`config.mk`:
```
export PLATFORM = sky130hd
export DESIGN_NAME = char_lcd_queued_nibble_writer
export DESIGN_NICKNAME = d
export VERILOG_FILES = /design/src/rtl/lcdq_pkg.sv /design/src/rtl/lcdq_cfg.sv /design/src/rtl/lcdq_store.sv /design/src/rtl/char_lcd_queued_nibble_writer.sv
export SDC_FILE = /design/constraint.sdc
export NUM_CORES = 1
export LEC_CHECK = 0
export BUFFER_PORTS_ARGS = -buffer_cell sky130_fd_sc_hd__clkbuf_2
export CAP_MARGIN = 20
export CORE_UTILIZATION = 55
export DETAILED_ROUTE_END_ITERATION = 8
export GPL_ROUTABILITY_DRIVEN = 1
export PLACE_DENSITY = 0.72
export SKIP_LAST_GASP = 1
export SYNTH_ARGS = -nofsm -noshare
export SYNTH_HDL_FRONTEND = slang
export SYNTH_HIERARCHICAL = 1
export SYNTH_SLANG_ARGS = --single-unit
```
`constraint.sdc`:
```
create_clock -name clk -period 4.5 [get_ports clk]
set_input_delay 0.9 -clock clk [delete_from_list [all_inputs] [get_ports clk]]
set_output_delay 0.9 -clock clk [all_outputs]
set_load 0.02 [all_outputs]
```
`src/rtl/lcdq_pkg.sv`:
```
// ----------------------------------------------------------------------------
// lcdq_pkg: shared types and constants of the LCD nibble write queue
// Queue geometry, action codes, register map and pointer helpers.
// ----------------------------------------------------------------------------
package lcdq_pkg;

  localparam int QUEUE_DEPTH = 64;
  localparam int PTR_W       = $clog2(QUEUE_DEPTH);
  localparam int CNT_W       = PTR_W + 1;

  localparam int ENTRY_W  = 9;
  localparam int GAP_W    = 16;
  localparam int FILL_W   = 6;
  localparam int ACTION_W = 2;
  localparam int NIB_W    = 4;
  localparam int ADDR_W   = 4;
  localparam int DATA_W   = 32;

  localparam int CMD_BIT = 8;

  localparam logic [GAP_W-1:0] CHAR_GAP_RST   = 16'd3;
  localparam logic [GAP_W-1:0] CMD_GAP_RST    = 16'd8;
  localparam logic [GAP_W-1:0] BOOT_DELAY_RST = 16'd50000;
  localparam logic [GAP_W-1:0] INIT_DELAY_RST = 16'd500;

  typedef logic [PTR_W-1:0]   ptr_t;
  typedef logic [CNT_W-1:0]   cnt_t;
  typedef logic [ENTRY_W-1:0] entry_t;
  typedef logic [GAP_W-1:0]   gap_t;

  typedef enum logic [ACTION_W-1:0] {
    ACT_ENQUEUE = 2'd0,
    ACT_TICK    = 2'd1,
    ACT_INIT    = 2'd2
  } action_t;

  typedef enum logic [1:0] {
    REG_CHAR_GAP   = 2'd0,
    REG_CMD_GAP    = 2'd1,
    REG_BOOT_DELAY = 2'd2,
    REG_INIT_DELAY = 2'd3
  } reg_index_t;

  typedef struct packed {
    gap_t char_gap;
    gap_t cmd_gap;
    gap_t boot_delay;
    gap_t init_delay;
  } cfg_t;

  // Circular pointer step with wrap at the queue depth.
  function automatic ptr_t next_ptr(input ptr_t p);
    ptr_t r;
    if (p == PTR_W'(QUEUE_DEPTH - 1)) begin
      r = '0;
    end else begin
      r = p + ptr_t'(1);
    end
    return r;
  endfunction

  // Entries held between the read and write pointers.
  function automatic cnt_t fill_of(input ptr_t wp, input ptr_t rp);
    cnt_t r;
    if (wp >= rp) begin
      r = {1'b0, wp} - {1'b0, rp};
    end else begin
      r = {1'b0, wp} + CNT_W'(QUEUE_DEPTH) - {1'b0, rp};
    end
    return r;
  endfunction

endpackage

```
`src/rtl/lcdq_cfg.sv`:
```
// ----------------------------------------------------------------------------
// lcdq_cfg: configuration register file
// Holds the character gap, command gap and delay registers behind an APB port.
// ----------------------------------------------------------------------------
module lcdq_cfg (
  input  logic                          clk,
  input  logic                          rst,
  input  logic                          psel,
  input  logic                          penable,
  input  logic                          pwrite,
  input  logic [lcdq_pkg::ADDR_W-1:0]   paddr,
  input  logic [lcdq_pkg::DATA_W-1:0]   pwdata,
  output logic [lcdq_pkg::DATA_W-1:0]   prdata,
  output logic                          pready,
  output lcdq_pkg::cfg_t                cfg
);
  import lcdq_pkg::*;

  reg_index_t idx;
  logic       wr;

  assign pready = 1'b1;
  assign idx    = reg_index_t'(paddr[ADDR_W-1:2]);
  assign wr     = psel && penable && pwrite && pready;

  always_ff @(posedge clk) begin
    if (rst) begin
      cfg.char_gap   <= CHAR_GAP_RST;
      cfg.cmd_gap    <= CMD_GAP_RST;
      cfg.boot_delay <= BOOT_DELAY_RST;
      cfg.init_delay <= INIT_DELAY_RST;
    end else if (wr) begin
      case (idx)
        REG_CHAR_GAP:   cfg.char_gap   <= pwdata[GAP_W-1:0];
        REG_CMD_GAP:    cfg.cmd_gap    <= pwdata[GAP_W-1:0];
        REG_BOOT_DELAY: cfg.boot_delay <= pwdata[GAP_W-1:0];
        REG_INIT_DELAY: cfg.init_delay <= pwdata[GAP_W-1:0];
        default: ;
      endcase
    end
  end

  always_comb begin
    case (idx)
      REG_CHAR_GAP:   prdata = DATA_W'(cfg.char_gap);
      REG_CMD_GAP:    prdata = DATA_W'(cfg.cmd_gap);
      REG_BOOT_DELAY: prdata = DATA_W'(cfg.boot_delay);
      REG_INIT_DELAY: prdata = DATA_W'(cfg.init_delay);
      default:        prdata = '0;
    endcase
  end

endmodule

```
`src/rtl/lcdq_store.sv`:
```
// ----------------------------------------------------------------------------
// lcdq_store: queue entry memory
// One write port and one registered read port, with a forward of a write
// that lands on the address being read in the same cycle.
// ----------------------------------------------------------------------------
module lcdq_store (
  input  logic             clk,
  input  logic             rst,
  input  logic             wr_en,
  input  lcdq_pkg::ptr_t   wr_addr,
  input  lcdq_pkg::entry_t wr_data,
  input  lcdq_pkg::ptr_t   rd_addr,
  output lcdq_pkg::entry_t rd_data
);
  import lcdq_pkg::*;

  entry_t mem [QUEUE_DEPTH];
  entry_t rd_q;
  entry_t byp_data;
  logic   byp_hit;

  always_ff @(posedge clk) begin
    if (wr_en) begin
      mem[wr_addr] <= wr_data;
    end
    rd_q     <= mem[rd_addr];
    byp_data <= wr_data;
  end

  always_ff @(posedge clk) begin
    if (rst) begin
      byp_hit <= 1'b0;
    end else begin
      byp_hit <= wr_en && (wr_addr == rd_addr);
    end
  end

  assign rd_data = byp_hit ? byp_data : rd_q;

endmodule

```
`src/rtl/char_lcd_queued_nibble_writer.sv`:
```
// ----------------------------------------------------------------------------
// char_lcd_queued_nibble_writer: queued 4-bit character LCD write engine
// Enqueues display entries and, on each tick, pops one as two nibbles once
// the skip counter has run down.
// ----------------------------------------------------------------------------
// The block takes one transfer per clock cycle on its input channel unless
// stalled and gives exactly one result transfer for each, via its input and
// result registers. An enqueue action stores a 9-bit entry (bit 8 set marks a
// command) unless the queue already holds depth minus one entries; a tick
// counts the skip counter down or, at zero, pops the oldest entry, if any, and
// presents its high and low nibbles with the register select; init empties
// the queue and loads init_delay into the skip counter. The rate of one item
// per cycle is set by the queue memory, with one write and one registered read
// port: the read port is aimed at the queue head for the next item every
// cycle, so the popped entry is always ready. After reset the skip counter
// holds boot_delay's reset value (50000 ticks). Configuration registers are to
// be written via the APB port only while idle; the block does not enforce it.
// ----------------------------------------------------------------------------
module char_lcd_queued_nibble_writer (
  input  logic                          clk,
  input  logic                          rst,
  // Input channel.
  input  logic                          in_valid,
  output logic                          in_stall,
  input  logic [lcdq_pkg::ACTION_W-1:0] action,
  input  logic [lcdq_pkg::ENTRY_W-1:0]  entry,
  // Result channel.
  output logic                          out_valid,
  input  logic                          out_stall,
  output logic                          accepted,
  output logic                          send_valid,
  output logic                          reg_select,
  output logic [lcdq_pkg::NIB_W-1:0]    high_nibble,
  output logic [lcdq_pkg::NIB_W-1:0]    low_nibble,
  output logic [lcdq_pkg::FILL_W-1:0]   fill_count,
  // Configuration port.
  input  logic                          psel,
  input  logic                          penable,
  input  logic                          pwrite,
  input  logic [lcdq_pkg::ADDR_W-1:0]   paddr,
  input  logic [lcdq_pkg::DATA_W-1:0]   pwdata,
  output logic [lcdq_pkg::DATA_W-1:0]   prdata,
  output logic                          pready
);
  import lcdq_pkg::*;

  cfg_t cfg;

  // Input register.
  logic                in_q_valid;
  logic [ACTION_W-1:0] action_q;
  entry_t              entry_q;

  // Queue state.
  ptr_t rp;
  ptr_t wp;
  gap_t skip;
  ptr_t rp_next;
  ptr_t wp_next;
  gap_t skip_next;

  entry_t head;
  logic   we;
  logic   fire;
  logic   in_take;
  logic   empty;
  logic   full;
  cnt_t   fill_after;

  logic               accepted_next;
  logic               send_next;
  logic               rs_next;
  logic [NIB_W-1:0]   hi_next;
  logic [NIB_W-1:0]   lo_next;

  lcdq_cfg u_cfg (
    .clk     (clk),
    .rst     (rst),
    .psel    (psel),
    .penable (penable),
    .pwrite  (pwrite),
    .paddr   (paddr),
    .pwdata  (pwdata),
    .prdata  (prdata),
    .pready  (pready),
    .cfg     (cfg)
  );

  // The read port always looks at the head the next item will see.
  lcdq_store u_store (
    .clk     (clk),
    .rst     (rst),
    .wr_en   (we),
    .wr_addr (wp),
    .wr_data (entry_q),
    .rd_addr (fire ? rp_next : rp),
    .rd_data (head)
  );

  // The held item executes when the result register is free or being taken.
  assign fire     = in_q_valid && (!out_valid || !out_stall);
  assign in_stall = in_q_valid && !fire;
  assign in_take  = in_valid && !in_stall;

  assign empty = (wp == rp);
  assign full  = (fill_of(wp, rp) == CNT_W'(QUEUE_DEPTH - 1));

  always_comb begin
    rp_next       = rp;
    wp_next       = wp;
    skip_next     = skip;
    we            = 1'b0;
    accepted_next = 1'b0;
    send_next     = 1'b0;
    rs_next       = 1'b0;
    hi_next       = '0;
    lo_next       = '0;
    case (action_q)
      ACT_ENQUEUE: begin
        if (!full) begin
          we            = fire;
          wp_next       = next_ptr(wp);
          accepted_next = 1'b1;
        end
      end
      ACT_TICK: begin
        if (skip == '0) begin
          skip_next = cfg.char_gap;
          if (!empty) begin
            rp_next   = next_ptr(rp);
            send_next = 1'b1;
            hi_next   = head[2*NIB_W-1:NIB_W];
            lo_next   = head[NIB_W-1:0];
            if (head[CMD_BIT]) begin
              skip_next = cfg.cmd_gap;
            end else begin
              rs_next = 1'b1;
            end
          end
        end else begin
          skip_next = skip - gap_t'(1);
        end
      end
      ACT_INIT: begin
        rp_next   = '0;
        wp_next   = '0;
        skip_next = cfg.init_delay;
      end
      default: ;
    endcase
    fill_after = fill_of(wp_next, rp_next);
  end

  always_ff @(posedge clk) begin
    if (rst) begin
      in_q_valid <= 1'b0;
      out_valid  <= 1'b0;
      rp         <= '0;
      wp         <= '0;
      skip       <= BOOT_DELAY_RST;
    end else begin
      if (in_take) begin
        in_q_valid <= 1'b1;
      end else if (fire) begin
        in_q_valid <= 1'b0;
      end
      if (fire) begin
        out_valid <= 1'b1;
        rp        <= rp_next;
        wp        <= wp_next;
        skip      <= skip_next;
      end else if (!out_stall) begin
        out_valid <= 1'b0;
      end
    end
  end

  always_ff @(posedge clk) begin
    if (in_take) begin
      action_q <= action;
      entry_q  <= entry;
    end
    if (fire) begin
      accepted    <= accepted_next;
      send_valid  <= send_next;
      reg_select  <= rs_next;
      high_nibble <= hi_next;
      low_nibble  <= lo_next;
      fill_count  <= FILL_W'(fill_after);
    end
  end

endmodule
```
==> results of run 1 <==
sequential cells by signal (all words and copies together) (netlist names):
register / flops
accepted: 1
action_q: 2
entry_q: 9
fill_count: 6
high_nibble: 4
in_q_valid: 1
low_nibble: 4
out_valid: 1
reg_select: 1
rp: 6
send_valid: 1
skip: 16
u_cfg/cfg: 64
u_store/byp_data: 9
u_store/byp_hit: 1
u_store/mem: 576
u_store/rd_q: 9
wp: 6
cells by family (layout without fill, tap and decap cells):
| kind of cell | count (synthesis) | in the layout | share of synthesized area (%) |
|---|---|---|---|
| AOI/OAI and AO/OA | 196 | 196 | 4.48 |
| xor gates and xnor gates | 24 | 24 | 0.756 |
| adders and majority gates | 20 | 20 | 0.891 |
| buffers and inverters | 141 | 329 | 2.66 |
| DFF | 717 | 717 | 68.5 |
| muxes | 258 | 258 | 15.5 |
| other | 2 | 17 | 0.0252 |
| and+or+nand+nor | 414 | 414 | 7.23 |
area by class of cell:
cell class	instances	area [µm²]
sequential	717	20400
clock inverter	29	260
tap	688	861
clock buffer	96	1990
fill	3711	19400
inverter	20	75.1
multi-input combinational	929	8690
timing repair buffer	184	1370
through the flow:
step	setup slack, ns	cells	total power, mW	instance area (µm²)
global placement	0.346	2533	7.78	31300
CTS	0.275	2658	13.5	33600
global route	0.0918	2663	13.8	33600
finish	0.304	2663	13.4	33600
detailed placement	0.295	2533	7.79	31300
floorplan	0.570	1787	7.66	29800
what timing repair did:
item | 4_1_cts | 5_1_grt
endpoints found under the hold margin | 0 | 0
setup buffers | 0 | 3
hold buffers | 0 | 0
setup endpoints to repair | 0 | 6
worst max-delay path: cells and delay by family, from the launching register on:
family / cells / cell delay [ns]
adder cells (fa/ha/maj): 3 / 0.97
buffers and inverters: 2 / 0.13
flip-flops: 1 / 0.47
AO/OA/AOI/OAI: 6 / 1.43
XOR/XNOR: 1 / 0.41
AND/OR/NAND/NOR: 3 / 0.51
power by group:
group | switching (mW) | internal (mW) | total [mW]
sequential | 0.0255 | 7.23 | 7.26
combinational | 0.283 | 0.120 | 0.403
clock | 2.39 | 3.33 | 5.72
worst paths after layout:
kind | start | endpoint | slack (ns)
worst max-delay path | rp[0]$_SDFF_PP0_ | fill_count[5]$_DFFE_PP_ | 0.30
worst max register to register | rp[0]$_SDFF_PP0_ | fill_count[5]$_DFFE_PP_ | 0.30
worst min register to register | u_cfg/cfg[32]$_SDFFE_PP0P_ | u_cfg/cfg[32]$_SDFFE_PP0P_ | 0.49
worst min-delay path | entry[1] | entry_q[1]$_DFFE_PP_ | 0.48
layer usage:
layer  up-vias  track usage [%]  part of all wire, %
met5         -                0                    0
met4         0             7.58                  2.8
met3       114             3.81                  6.6
met2       623             39.5                   49
met1      8380             33.1                   41
li1       7261                -                    -
synth_stat cells (all sizes together) (4+ instances only):
| cell | count | area, µm² |
|---|---|---|
| or3b | 5 | 43.8 |
| xor2 | 12 | 105 |
| nor2 | 139 | 524 |
| nor4 | 7 | 65.1 |
| o22ai | 23 | 144 |
| dfxtp | 113 | 2260 |
| nand4 | 12 | 75.1 |
| a22oi | 33 | 248 |
| or3 | 7 | 48.8 |
| nor2b | 34 | 213 |
| inv | 19 | 71.3 |
| ha | 18 | 225 |
| and3 | 7 | 43.8 |
| or2 | 5 | 31.3 |
| mux2 | 14 | 158 |
| mux2i | 84 | 841 |
| o211ai | 4 | 30.0 |
| nand3 | 24 | 130 |
| a211oi | 20 | 150 |
| o21ai | 31 | 159 |
| nand2b | 61 | 382 |
| a21oi | 28 | 140 |
| o221ai | 7 | 61.3 |
| mux4 | 160 | 3600 |
| o31ai | 7 | 52.6 |
| nor3b | 4 | 41.3 |
| buf | 76 | 548 |
| clkbuf | 45 | 169 |
| nand3b | 8 | 60.1 |
| nand2 | 58 | 220 |
| a31oi | 8 | 50.1 |
| nor3 | 22 | 120 |
| edfxtp | 604 | 18100 |
| and2 | 13 | 81.3 |
| a211o | 6 | 52.6 |
| xnor2 | 11 | 96.3 |
| a21o | 4 | 30.0 |
==> key figures, run 1 <==
GRT
  – Total track usage: 24.0%
  – Initial antenna violation count: 0
  – Total overflow reported by the global router: 0
  – Global-route wire length before repair: 99.5 mm
  – Largest net degree at the start of global routing: 125
  – Vias in the first global route: 16413

STA
  – Worst Tran Pin Value: 0.996 ns
  – Hold_ws: 0.475 ns
  – Tmin final: 4.20 ns
  – Fin Setup TNS: 0 ns
  – Count of endpoints failing setup in the final report: 0
  – Fin. Hold Viols: 0
  – Clk_skew: 0.0340 ns
  – Max Fclk: 238 MHz
  – Final period util: 93.3%
  – Slew HR: 33.6%
  – Slew Viols, Final: 0
  – RSZ-0062 raised after global routing: false

Job
  – Max-cap violations: 0

Detailed routing
  – Initial DRC Count: 1671
  – Final wirelength: 65.3 mm
  – Post-route DRC violation count: 0
  – Vias/cell: 6.15
  – ANT nets after route: 0
  – Drt pass-1 iters: 5
  – Wire per inst: 24.5 µm
  – Vias post-DR: 16378

Yosys
  – Top_reg_cell synth: edfxtp_1
  – Seq/Total Area, Yosys: 68.5%
  – Syn_area_per_cell: 16.8 µm²
  – Count of cell types in the netlist: 73
  – EDFF count, synth: 604
  – Cell Area, Synth: 29800 µm²
  – Post-Syn Instances: 1772
  – Synth Register Bits: 717
  – YS warnings: 6
  – Fraction of registers with async set/reset: 0%

Clocking
  – Post_cts resized: 0
  – CTS root buffer: clkbuf_16
  – # clock sinks: 717
  – CTS tree: yes
  – Worst-path clk slew: 0.06 ns
  – Number of buffers created by CTS: 72
  – Clk_lat worst skew: 0.61 ns
  – H-tree depth: 3
  – CTS Buffer Depth: 3

Floorplanning
  – # rows: 84
  – Core area: 53100 µm²
  – Ports: 106
  – Initial Util: 56.1%
  – Die area: 55100 µm²
  – Die width: 235 µm
  – Chip Height: 235 µm

Final layout
  – Commonest cells after routing, fill and taps aside: edfxtp_1, mux4_2, nor2_1
  – Share of layout cells above drive strength 1: 24.2%
  – Area Growth Syn to Fin: 13.0%
  – Post-Route Utilization: 63.4%
  – Nets@finish: 1998
  – Antenna cell count: 0
  – Commonest non-fill, non-tap cell in the layout: edfxtp_1

Critical path
  – Slowest-stage cell, CP: dfxtp_1
  – CP Launch Type: flip-flop
  – Crit-path max cell delay: 0.47 ns
  – Crit end category: flip-flop
  – Max FO, Critical Path: 7
  – Crit path arrival time: 4.52 ns
  – Worst Path Class, Setup: reg -> reg
  – Critical path required time: 4.82 ns
  – Reg2Reg Depth: 15
  – Critical Path, Cell by Cell: ha_1 -> inv_1 -> fa_1 -> nor2b_1 -> nand4_1 -> o31a_1 -> and2_1 -> a22oi_1 -> inv_1 -> ha_1 -> a21o_1 -> a21oi_1 -> o21bai_1 -> a21oi_1 -> xor3_1

Placement
  – Final RePlAce weighted congestion: 0.887
  – Buffers on Ports: 70
  – Post-DP HPWL: 40.7 mm

Power
  – Leak: 11.1 nW
  – Peak VDD IR: 0.000364 V
  – PwrDens: 398 nW/µm²

Min path
  – Hold Crit Class: in -> reg
  – WHS Path Cells: 1

Status
  – Outcome: finished, final reports clean
No activity file was read; power rests on OpenSTA's default activity.
==> run 2, diff against run 1 <==
--- a/config.mk
+++ b/config.mk
@@ -11,6 +11,7 @@
 export DETAILED_ROUTE_END_ITERATION = 8
 export GPL_ROUTABILITY_DRIVEN = 1
 export PLACE_DENSITY = 0.72
+export SETUP_SLACK_MARGIN = 0.5
 export SKIP_LAST_GASP = 1
 export SYNTH_ARGS = -nofsm -noshare
 export SYNTH_HDL_FRONTEND = slang
==> run 2 against run 1 <==
Compared with the run above: via count rose by 0.37%; final area rose by 0.42%; global-route usage barely moved; clock skew fell by 0.0016 ns; worst setup slack improved by 0.31 ns; maximum frequency rose by 8.0%; total power barely moved; largest cell class unchanged.
==> key figures, run 2 (same netlist as run 1, synthesis figures left out) <==
Placement
  – Post-DP Area: 31300 µm² (unchanged)
  – Final RePlAce weighted congestion: 0.887 (unchanged)
  – Buffers on Ports: 70 (unchanged)
  – Post-DP HPWL: 40.7 mm (unchanged)

Detailed routing
  – Wire per inst: 24.7 µm (+0.82%)
  – Vias post-DR: 16438 (+0.37%)
  – Drt pass-1 iters: 5 (unchanged)
  – Vias/cell: 6.14 (-0.12%)
  – Initial DRC Count: 1583 (-5.3%)
  – Final wirelength: 66.1 mm (+1.3%)
  – ANT nets after route: 0 (unchanged)
  – Post-route DRC violation count: 0 (unchanged)

Critical path
  – Crit path arrival time: 4.11 ns (-0.41 ns)
  – CP Launch Type: flip-flop
  – Crit end category: flip-flop
  – Worst Path Class, Setup: reg -> reg
  – Max FO, Critical Path: 9 (+2)
  – Critical path required time: 4.72 ns (-0.10 ns)

STA
  – Slew Viols, Final: 0 (unchanged)
  – Max Fclk: 257 MHz (+8.0%)
  – RSZ-0062 raised after global routing: false
  – Count of endpoints failing setup in the final report: 0 (unchanged)
  – Fin Setup TNS: 0 ns (unchanged)
  – Fin. Hold Viols: 0 (unchanged)
  – Slew HR: 32.7% (-0.90 points)
  – Clk_skew: 0.0324 ns (-0.00157 ns)
  – Final period util: 86.4% (-6.9 points)
  – Worst Tran Pin Value: 1.01 ns (+0.0135 ns)
  – Tmin final: 3.89 ns (-0.310 ns)

GRT
  – Largest net degree at the start of global routing: 125 (unchanged)
  – Global-route wire length before repair: 99.5 mm (about the same)
  – Total track usage: 24.0% (+0.029 points)
  – Vias in the first global route: 16434 (+0.13%)
  – Total overflow reported by the global router: 0 (unchanged)
  – Initial antenna violation count: 0 (unchanged)

Clocking
  – H-tree depth: 3 (unchanged)
  – Number of buffers created by CTS: 72 (unchanged)
  – Clk_lat worst skew: 0.61 ns (about the same)
  – CTS Buffer Depth: 3 (unchanged)
  – CTS root buffer: clkbuf_16
  – CTS tree: yes
  – # clock sinks: 717 (unchanged)
  – Worst-path clk slew: 0.06 ns (about the same)

Power
  – PwrDens: 396 nW/µm² (-0.37%)
  – Peak VDD IR: 0.000364 V (about the same)
  – Switching Fraction: 20.2% (+0.022 points)
  – Pint: 10.7 mW (about the same)
  – Clk network pwr share: 42.8% (about the same)
  – NetSw: 2.70 mW (+0.15%)
  – Gate power share: 3.0% (about the same)
  – Leak: 11.2 nW (+0.63%)
  – Reg power frac: 54.2% (about the same)

Min path
  – Hold Crit Class: in -> reg

Final layout
  – Storage cell area: 20400 µm² (about the same)
  – Registers with the most flip-flops: u_store/mem x576, u_cfg/cfg x64, skip x16
  – Commonest non-fill, non-tap cell in the layout: edfxtp_1
  – Multi-input logic area: 8730 µm² (+0.50%)
  – Nets@finish: 2011 (+0.65%)
  – Area Growth Syn to Fin: 13.5%
  – Share of layout cells above drive strength 1: 25.2% (+0.95 points)
  – Antenna cell count: 0 (unchanged)
  – Commonest cells after routing, fill and taps aside: edfxtp_1, mux4_2, nor2_1
  – Final instance area: 33800 µm² (+0.42%)
  – Top reg by flops: u_store/mem
  – Largest register FFs: 576 (unchanged)
  – FILL cells: 3698 (-0.35%)

Floorplanning
  – Die area: 55100 µm² (unchanged)
  – Core area: 53100 µm² (unchanged)
  – Die width: 235 µm (unchanged)
  – Initial Util: 56.1% (unchanged)
  – # rows: 84 (unchanged)
  – Chip Height: 235 µm (unchanged)
  – Ports: 106 (unchanged)

Status
  – Outcome: finished, final reports clean

Job
  – Max-cap violations: 0 (unchanged)
run 2: cell types whose count changed in the layout (fill, tap and decap cells not counted), sizes merged:
cell   change
buf       +12
o21ai      +1
run 2: worst max-delay path, cell delays in order, from the launching register on:
cell,delay [ns]
dfxtp_1,0.41
inv_2,0.13
ha_1,0.36
and3b_1,0.21
nor3_1,0.31
o31a_1,0.23
and2_1,0.33
nand3_1,0.57
nor2_1,0.95
run 2: path summary, 6_finish.rpt:
| path | startpoint | to | slack (ns) | cells past startpoint |
|---|---|---|---|---|
| max reg2reg | rp[2]$_SDFF_PP0_ | u_store/mem[33][2]$_DFFE_PP_ | 0.61 | 8 |
| min reg2reg | u_cfg/cfg[42]$_SDFFE_PP0P_ | u_cfg/cfg[42]$_SDFFE_PP0P_ | 0.49 | 2 |
| max | rp[2]$_SDFF_PP0_ | u_store/mem[33][2]$_DFFE_PP_ | 0.61 | 8 |
| min | entry[1] | entry_q[1]$_DFFE_PP_ | 0.48 | 1 |
run 2: through the flow:
stage          total power [mW]  hold WS (ns)  util (%)  instances  setup slack, ns
5_1_grt                    13.8         0.453      63.7       2676            0.465
4_1_cts                    13.5         0.444      63.3       2661            0.505
6_report                   13.4         0.476      63.7       2676            0.614
3_3_place_gp               7.78         0.464      59.0       2533            0.346
2_1_floorplan              7.66         0.450         -       1787            0.570
3_5_place_dp               7.79         0.482      59.0       2533            0.295
run 2: repair_timing:
| action | CTS | global route |
|---|---|---|
| pin swaps | 2 | 5 |
| setup endpoints to repair | 10 | 37 |
| gates resized for setup | 3 | 8 |
| cloned | 0 | 1 |
| hold buffers | 0 | 0 |
| setup buffers | 3 | 12 |
run 2: area by class of cell:
type	count	area share (%)
inverter	20	0.222
multi-input combinational	930	25.8
clock buffer	96	5.88
timing repair buffer	196	4.34
tap	688	2.55
clock inverter	29	0.770
sequential	717	60.4
run 2: metal layers:
layer	global-route usage [%]	share of wire, %	up-vias
li1	-	-	7289
met1	33.1	41	8416
met2	39.6	49	626
met3	3.89	7.4	107
met4	7.62	2.7	0
met5	0	0	-
run 2: power groups by stage:
stage / sequential [mW] / combinational (mW) / clock [mW]
after global placement: 7.40 / 0.381 / 0
final: 7.26 / 0.408 / 5.72
after global routing: 7.26 / 0.436 / 6.07
after CTS: 7.26 / 0.396 / 5.82
after floorplan: 7.44 / 0.216 / 0
after detailed placement: 7.40 / 0.394 / 0
==> run 3, diff against run 2 <==
--- a/config.mk
+++ b/config.mk
@@ -15,5 +15,4 @@
 export SKIP_LAST_GASP = 1
 export SYNTH_ARGS = -nofsm -noshare
 export SYNTH_HDL_FRONTEND = slang
-export SYNTH_HIERARCHICAL = 1
 export SYNTH_SLANG_ARGS = --single-unit
==> run 3 against run 2 <==
Compared with the run above: register-to-register slack lost 0.04 ns; sequential cell count is the same; via count grew 25%; clock power grew 3%; largest cell class unchanged.
==> key figures, run 3 <==
Critical path
  – Crit path arrival time: 4.16 ns (+0.05 ns)
  – Crit end category: flip-flop
  – Max FO, Critical Path: 9 (unchanged)
  – R2R Path Start: rp[0]$_SDFF_PP0_
  – Worst Path Buf+Inv: 1 (unchanged)
  – Crit-path max cell delay: 0.74 ns (-0.21 ns)
  – Worst r2r dst: u_store.mem[9][0]$_DFFE_PP_
  – CP Launch Type: flip-flop
  – Slowest-stage cell, CP: nor2_2
  – Reg2Reg Depth: 11 (+3)
  – Worst Path Class, Setup: reg -> reg
  – Critical Path, Cell by Cell: ha_1 -> inv_1 -> fa_1 -> a21o_1 -> a21oi_1 -> or2_2 -> a211oi_2 -> nor2b_1 -> and2_1 -> nand3_1 -> nor2_2
  – R2R Setup Slk: 0.58 ns (-0.04 ns)
  – WP depth: 11 (+3)
  – Crit path max-delay family: simple AND/OR/NAND/NOR gates
  – Worst Setup EP: u_store.mem[9][0]$_DFFE_PP_
  – Critical path required time: 4.74 ns (+0.02 ns)
  – Crit. Startpoint: rp[0]$_SDFF_PP0_

Final layout
  – Multi-input logic area: 9360 µm² (+7.2%)
  – Antenna cell count: 0 (unchanged)
  – Registers with the most flip-flops: u_store.mem x576, u_cfg.cfg x64, skip x16
  – Nets@finish: 2549 (+27%)
  – FILL cells: 4085 (+10%)
  – Commonest cells after routing, fill and taps aside: edfxtp_1, nand2_1, mux2i_1
  – Top reg by flops: u_store.mem
  – Commonest non-fill, non-tap cell in the layout: edfxtp_1
  – Storage cell area: 20400 µm² (about the same)
  – Area Growth Syn to Fin: 13.1%
  – Largest register FFs: 576 (unchanged)
  – Share of layout cells above drive strength 1: 14.7% (-10 points)
  – Final instance area: 34700 µm² (+2.7%)

GRT
  – Vias in the first global route: 19662 (+20%)
  – Total overflow reported by the global router: 0 (unchanged)
  – Total track usage: 27.3% (+3.3 points)
  – Largest net degree at the start of global routing: 81 (-35%)
  – Global-route wire length before repair: 117 mm (+17%)
  – Initial antenna violation count: 1 (+1)

Placement
  – Final RePlAce weighted congestion: 0.895 (+0.92%)
  – Post-DP HPWL: 47.1 mm (+16%)
  – Buffers on Ports: 70 (unchanged)
  – Post-DP Area: 32100 µm² (+2.6%)

Yosys
  – Most frequent cells after synthesis: edfxtp_1, nand2_1, mux2i_1
  – Dominant cell type by area after synthesis: edfxtp_1
  – Synth Register Bits: 717 (unchanged)
  – Fraction of registers with async set/reset: 0% (unchanged)
  – YS warnings: 0 (-6)
  – Area contributors post-synth: edfxtp_1, dfxtp_1, mux2i_1
  – Syn_area_per_cell: 12.9 µm² (-23%)
  – Seq/Total Area, Yosys: 66.5% (-2.0 points)
  – EDFF count, synth: 604 (unchanged)
  – Post-Syn Instances: 2381 (+34%)
  – Cell Area, Synth: 30700 µm² (+3.1%)
  – Count of cell types in the netlist: 74 (+1.4%)
  – Top_reg_cell synth: edfxtp_1
  – Yosys top cell area share: 59.1% (-1.8 points)
  – Top-count cell post-synth: edfxtp_1

STA
  – Count of endpoints failing setup in the final report: 0 (unchanged)
  – Fin. Hold Viols: 0 (unchanged)
  – Max Fclk: 255 MHz (-0.90%)
  – RSZ-0062 raised after global routing: true
  – Fin Setup TNS: 0 ns (unchanged)
  – Clk_skew: 0.0200 ns (-0.0124 ns)
  – Slew HR: 28.0% (-4.7 points)
  – Final period util: 87.1% (+0.78 points)
  – Worst Tran Pin Value: 1.08 ns (+0.0713 ns)
  – Tmin final: 3.92 ns (+0.0351 ns)
  – Slew Viols, Final: 0 (unchanged)

Power
  – PwrDens: 394 nW/µm² (-0.51%)
  – Leak: 11.9 nW (+7.0%)
  – Peak VDD IR: 0.000340 V (-6.7%)
  – Power Total: 13.7 mW (+2.2%)

Min path
  – Hold Crit Class: reg -> reg
  – Hold Path Origin: u_cfg.cfg[29]$_SDFFE_PP0P_

Status
  – Outcome: finished, final reports clean

Detailed routing
  – Vias/cell: 6.26 (+1.9%)
  – Drt pass-1 iters: 6 (+1)
  – Vias post-DR: 20505 (+25%)
  – Final wirelength: 78.8 mm (+19%)
  – Wire per inst: 24.0 µm (-2.7%)
  – Initial DRC Count: 2525 (+60%)
  – Post-route DRC violation count: 0 (unchanged)
  – ANT nets after route: 0 (unchanged)

Clocking
  – Worst-path clk slew: 0.06 ns (about the same)
  – Number of buffers created by CTS: 72 (unchanged)
  – CTS Hold Buffers Added: 0 (unchanged)
  – Clk_lat worst skew: 0.62 ns (about the same)
  – CTS Buffer Depth: 3 (unchanged)
  – CTS root buffer: clkbuf_16
  – H-tree depth: 3 (unchanged)
  – # clock sinks: 717 (unchanged)
  – CTS tree: yes

Floorplanning
  – # rows: 86 (+2.4%)
  – Initial Util: 55.7% (-0.40 points)
  – Ports: 106 (unchanged)
  – Core area: 55100 µm² (+3.8%)
  – Die area: 56700 µm² (+3.0%)
  – Die width: 238 µm (+1.5%)
  – Chip Height: 238 µm (+1.5%)

Job
  – Max-cap violations: 0 (unchanged)
==> run 3: changes by cell type in the layout (fill, tap and decap cells not counted), moves of 41 or more <==
cell       change
a221oi_1      +50
nand2b_1      -60
a2111oi_0     +51
inv_1         +59
a21oi_1       +62
a211oi_1      +41
nand2_1      +345
nand3_1       +55
mux4_2       -144
mux2i_1       +91
==> run 3: metal layers <==
metal | wire length, µm | global-route usage (%) | vias up
met5 | 9 | 0 | -
met4 | 2510 | 9.77 | 2
met3 | 7180 | 4.74 | 174
met2 | 37100 | 43.6 | 1008
met1 | 31900 | 37.9 | 10175
li1 | - | - | 9146
==> run 3: logic make-up (layout without fill, tap and decap cells) <==
logic type,Yosys count,after routing,share of synthesized area (%)
multiplexers,195,195,7.03
flip-flops,717,717,66.5
AO/OA/AOI/OAI,421,422,10.4
XOR/XNOR,24,24,0.685
adder cells (fa/ha/maj),20,20,0.864
other,2,17,0.0245
AND/OR/NAND/NOR,737,739,10.6
buffers and inverters,265,394,3.86
==> run 3: final cells by class <==
cell class	count	area share, %
inverter	80	0.865
timing repair buffer	187	4.05
clock inverter	28	0.858
multi-input combinational	1417	27.0
clock buffer	99	5.79
sequential	717	58.8
tap	748	2.70
==> run 3: repair_timing <==
| action | 4_1_cts | 5_1_grt |
|---|---|---|
| gates cloned | 0 | 4 |
| pin swaps | 2 | 3 |
| setup buffers | 2 | 4 |
| endpoints found under the setup margin | 83 | 163 |
| gates resized for setup | 6 | 38 |
==> run 3: worst min path at each step <==
stage	end	depth (start not counted)
2_1_floorplan	u_cfg.cfg[16]$_SDFFE_PP0P_	2
3_3_place_gp	u_cfg.cfg[19]$_SDFFE_PP0P_	2
3_5_place_dp	u_cfg.cfg[29]$_SDFFE_PP0P_	2
4_1_cts	entry_q[2]$_DFFE_PP_	1
5_1_grt	entry_q[2]$_DFFE_PP_	1
6_report	u_cfg.cfg[29]$_SDFFE_PP0P_	2
==> run 3: worst reg2reg max path, cell delays in order (launching register included) <==
cell,delay [ns]
dfxtp_1,0.38
ha_1,0.19
inv_1,0.07
fa_1,0.40
a21o_1,0.17
a21oi_1,0.18
or2_2,0.14
a211oi_2,0.07
nor2b_1,0.32
and2_1,0.25
nand3_1,0.65
nor2_2,0.75
==> run 3: power by group <==
part / internal, mW / total (mW) / switching [mW]
clock network: 3.47 / 5.92 / 2.45
logic: 0.143 / 0.484 / 0.341
registers: 7.24 / 7.28 / 0.0377
==> run 3: metrics by stage <==
stage               hold WS (ns)  setup WS (ns)  util [%]  cells
detailed placement         0.451          0.153      58.3   3138
global placement           0.441          0.208      58.3   3136
floorplan                  0.433          0.502         -   2396
finish                     0.458          0.579      63.0   3276
global route               0.450          0.431      63.0   3276
CTS                        0.443          0.472      62.6   3267
